File: config.mk
export PLATFORM = sky130hd
export DESIGN_NAME = gtdl_lerp
export DESIGN_NICKNAME = d
export VERILOG_FILES = /design/src/rtl/gtdl_lerp.sv
export SDC_FILE = /design/constraint.sdc
export NUM_CORES = 2
export LEC_CHECK = 0
export BUFFER_PORTS_ARGS = -buffer_cell sky130_fd_sc_hd__buf_2
export CORE_ASPECT_RATIO = 2
export CORE_MARGIN = 2
export CORE_UTILIZATION = 45
export DETAILED_ROUTE_END_ITERATION = 16
export MAX_ROUTING_LAYER = met4
export PLACE_DENSITY_LB_ADDON = 0.05
export SYNTH_ARGS = -nofsm -noshare
export SYNTH_HDL_FRONTEND = slang
export SYNTH_SLANG_ARGS = --single-unit
File: constraint.sdc
create_clock -name clk -period 10.6 [get_ports clk]
set_clock_uncertainty 0.1 [all_clocks]
set_input_delay 1.59 -clock clk [delete_from_list [all_inputs] [get_ports clk]]
set_output_delay 1.59 -clock clk [all_outputs]
set_load 0.02 [all_outputs]
File: src/rtl/gtdl_lerp.sv
module gtdl_lerp #(
  parameter int W = 32
) (
  input  logic                 clk,
  input  logic signed [W-1:0]  a,
  input  logic signed [W-1:0]  b,
  input  logic signed [16:0]   f,
  output logic signed [W-1:0]  y
);

  localparam logic signed [W+2:0] VMAX = {4'b0000, {(W-1){1'b1}}};
  localparam logic signed [W+2:0] VMIN = {4'b1111, {(W-1){1'b0}}};

  logic signed [W:0]    d;
  logic signed [W+17:0] prod;
  logic signed [W+17:0] biased;
  logic signed [W+17:0] shifted;
  logic signed [W+2:0]  sum;
  logic signed [W-1:0]  a_d;

  assign d = $signed({b[W-1], b}) - $signed({a[W-1], a});

  always_ff @(posedge clk) begin
    prod <= d * f;
    a_d  <= a;
  end

  // divide by 65536 rounding toward zero
  assign biased  = prod + $signed({{(W+2){1'b0}}, {16{prod[W+17]}}});
  assign shifted = biased >>> 16;
  assign sum     = $signed({{3{a_d[W-1]}}, a_d}) + shifted[W+2:0];

  always_ff @(posedge clk) begin
    if (sum > VMAX) begin
      y <= VMAX[W-1:0];
    end else if (sum < VMIN) begin
      y <= VMIN[W-1:0];
    end else begin
      y <= sum[W-1:0];
    end
  end

endmodule

# --- Word level (Yosys, flattened, before mapping) ---
# Cells that the tools add are included.
# W data, S select, Z words.
totals:
  regBits: 114
  in_bits: 82
op_classes:
  addsub: 3
  n_mul: 1
  order_cmp: 2
  n_mux: 1
ops:
  columns: ["operator", "n"]
  rows:
  - ["$add A50 B17 Y50", 1]
  - ["$mul A33 B17 Y50", 1]
  - ["$add A32 B34 Y35", 1]
  - ["$gt A35 B32 Y1 const B", 1]
  - ["$lt A35 B32 Y1 const B", 1]
  - ["$sub A32 B32 Y33", 1]
  - ["$mux W32", 1]

# --- Longest topological paths before layout ---
logic_depth:
  word_depth: 4
  ltp_mapped: 35
  mapped_depth_nobuf: 34

# --- Worst setup path before layout ---
# OpenSTA, ideal clock, no wires.
synth_timing:
  path_type: "input -> register"
  from: "input b[0]"
  to: "register prod[42]"
  setup_time_ns: 0.062
  arrival_time_ns: 9.126
  required_ns: 10.438
  path_slack_ns: 1.312
  stages: 33
  n_path_buf: 1
  cell_sequence: "inv_1 ha_1 fa_1 nand2b_1 a21boi_1 o21ai_0 a21boi_1 a21o_1 a21o_1 a21oi_1 xnor2_1 clkbuf_1 nand2_1 fa_1 inv_1 fa_1 inv_1 fa_1 inv_1 fa_1 fa_1 inv_1 fa_1 inv_1 ha_1 a21o_1 a21o_1 a2111oi_0 o22ai_1 a21oi_1 o21ai_1 a2111o_1 nand3_1"
synth_via:
  elab_chain_cells: 2
synth_lines:
  columns: ["item", "line", "source"]
  rows:
  - ["from (decl)", "6", "input logic signed [W-1:0] b,"]
  - ["$sub A32 B32 Y33", "21", "assign d = $signed({b[W-1], b}) - $signed({a[W-1], a});"]
  - ["$mul A33 B17 Y50", "24", "prod <= d * f;"]
  - ["to (signal assigned)", "24", null]
  - ["to (decl)", "15", "logic signed [W+17:0] prod;"]
# No other way between the ends.
# A chain may end at the register's enable or synchronous reset.

# --- Final worst setup path ---
layout_timing:
  from: "input a[0]"
  to: "register prod[43]"
layout_via:
  elab_chain_cells: 2
layout_lines:
  columns: ["item", "line", "source"]
  rows:
  - ["from (decl)", "5", "input logic signed [W-1:0] a,"]
  - ["$sub A32 B32 Y33", "21", null]
  - ["$mul A33 B17 Y50", "24", null]
# No other way between the ends.

==> flow_metrics.tcl <==
set metrics [dict create \
    antenna_found_initial 1 \
    grt_max_degree 35 \
    critPathTopFamily "adder cells" \
    timing.hold.ws_ps 560 \
    setup_viol 0 \
    vias_per_cell 5.38 \
    area_growth_pct 8.00 \
    die_x_um 175 \
    end_kind "flop" \
    max_stage_delay_ps 550 \
    postSynthCellCount 2968 \
    synth_nets 3786 \
    syn_avg_cell_area_um2 8.90 \
    rows 125 \
    vias 20500 \
    cpMostUsedCell "fa_1" \
    yosysSeqAreaShare 0.0864 \
    max_cap_viol_count 0 \
    portBuffers 113 \
    rrSetupSlack_ps 3830 \
    io_pins 114 \
    hpwl_mm 69.1 \
    core-area_um2 58000 \
    grt_overflow 0 \
    hold_start "a_d[0]" \
    holdPathStages 3 \
    first_pass_iters 5 \
    routed_wl_mm 82.8 \
    layout.nets 3851 \
    initial_core_util 0.455 \
    synth.distinct_cells 76 \
    synthFlopType "dfxtp_1" \
    post_cts_buffers 0 \
    crit_arrival_ps 10200 \
    slew_viol_final 0 \
    diodes 0 \
    grt_usage 0.291 \
    finalCriticalPeriod_ps 9990 \
    finalHoldViolCount 0 \
    fp.dieArea_um2 60700 \
    root_buffer "clkbuf_16" \
    ys_ff_latch 114 \
    regToRegStartpoint "prod[49]" \
    fp.dieH_um 347 \
    ys_async_sr_fraction 0 \
    ctsLongestPathBuffers 2 \
    tns_ps 0 \
    critPathRequiredTime_ps 10800 \
    synth_edf_count 0 \
    worst-path-max-fanout 17 \
    worst_slew_margin_rel 0.224 \
    cts_tree "built" \
    fin_crit_sh 0.943 \
    synth_area_um2 26400 \
    cts.sinks 114 \
    drive_above_1_share 0.0732 \
    hold_end "y[0]" \
    grt_pass1_wl_mm 129 \
    crit_path_top_delay_cell "fa_1" \
    ctsHoldBuffers 0 \
    cts_buffers 17 \
    start_kind "primary input" \
    reg2reg_depth 20 \
    worstSetupPathType "in2reg" \
    rsz0062_at_grt "no" \
    final_antenna_net_count 0 \
    fmax_mhz 100 \
    min_path_type "reg2reg" \
    drc 0 \
    crit_cells 34 \
    yosysWarnings 0 \
    path_clk_slew_ps 50 \
    crit_buf_inv 7 \
    drtIter0Drc 945 \
    ctsResizeCount 0 \
    gp_congestion 0.888 \
    tightest_slew_ps 1160 \
    regToRegEndpoint "y[6]" \
    status "completed" \
    clk_latency_ps 420 \
    post_drt_wl_per_cell_um 21.7 \
    h-tree-depth 4 \
    grt_pass1_vias 23200 \
]
cells by family after synthesis:
family | synth area share
AO/OA/AOI/OAI | 0.0982
XOR/XNOR | 0.0458
adder cells (fa/ha/maj) | 0.502
buffers and inverters | 0.102
flip-flops | 0.0864
multiplexers | 0.00118
AND/OR/NAND/NOR | 0.164
cells in the mapped netlist, types with 4 or more instances:
master | instances | area, µm²
and3_1 | 22 | 138
a31oi_1 | 17 | 106
xor2_1 | 40 | 350
a211oi_1 | 6 | 45.0
nor2b_1 | 39 | 244
o21ai_1 | 11 | 55.1
a21o_1 | 60 | 450
o21ai_0 | 79 | 395
nand2b_1 | 26 | 163
dfxtp_1 | 114 | 2280
o211ai_1 | 15 | 113
xnor2_1 | 98 | 858
nor3_1 | 16 | 80.1
and4_1 | 4 | 35.0
o21bai_1 | 17 | 128
o31ai_1 | 4 | 30.0
buf_2 | 19 | 95.1
or3b_1 | 4 | 35.0
a21boi_0 | 7 | 52.6
o2111ai_1 | 4 | 35.0
o21a_1 | 18 | 135
nand3_1 | 44 | 220
nor3b_1 | 12 | 90.1
ha_1 | 198 | 2480
nor2_1 | 93 | 349
nand4_1 | 21 | 131
a21oi_1 | 101 | 505
nand2_1 | 372 | 1400
and2_1 | 211 | 1320
clkbuf_1 | 90 | 338
inv_1 | 595 | 2230
fa_1 | 538 | 10800
worst min-delay path, stage by stage, from the launching register on:
cell,delay [ps]
dfxtp_1,310
ha_1,130
inv_1,40
o21ai_0,140
state kept, by name, indices dropped and copies added (netlist names):
name  flops
a_d      32
y        32
prod     50
cell usage in the layout, fill, tap and decap left out, drive strengths merged, types with 26 or more instances in the layout:
cell	synthesis	layout
inv	595	595
nor2	93	93
o21ai	91	91
nand2b	26	26
nand2	372	372
a21oi	104	104
fa	538	538
a21o	60	60
buf	21	160
nor2b	39	39
dfxtp	114	114
nand3	44	44
and2	211	211
ha	198	198
xor2	40	40
xnor2	98	98
per-layer routing:
metal / vias to the layer above / track usage / part of all wire
met5: - / - / 0
met4: 0 / 0.188 / 0.082
met3: 247 / 0.0201 / 0.025
met2: 489 / 0.583 / 0.59
met1: 10500 / 0.252 / 0.30
li1: 9248 / - / -
stage by stage:
stage	cell area (µm²)	setup slack [ps]	cells	utilization
6_report	28500	606	3808	0.491
5_1_grt	28500	300	3808	0.491
4_1_cts	28500	666	3808	0.491
3_5_place_dp	27800	271	3776	0.480
3_3_place_gp	27800	394	3776	0.480
2_1_floorplan	26400	1310	2968	-
worst max-delay path by stage:
stage,startpoint,to,slack [ps]
2_1_floorplan,b[0],prod[42],1310
3_3_place_gp,a[1],prod[36],390
3_5_place_dp,a[0],prod[43],270
4_1_cts,a[0],prod[43],670
5_1_grt,a[0],prod[49],300
6_report,a[0],prod[43],610
final cells by class:
cell class                 instances  area (µm²)
sequential                       114        2280
clock buffer                      22         474
inverter                         596        2240
tap                              762         953
multi-input combinational       2144       21400
timing repair buffer             160         931
clock inverter                    10         203
fill                            5691       29500
Power is not shown: default switching activity piles up to over one toggle a cycle in this logic, so the estimate is an artifact.
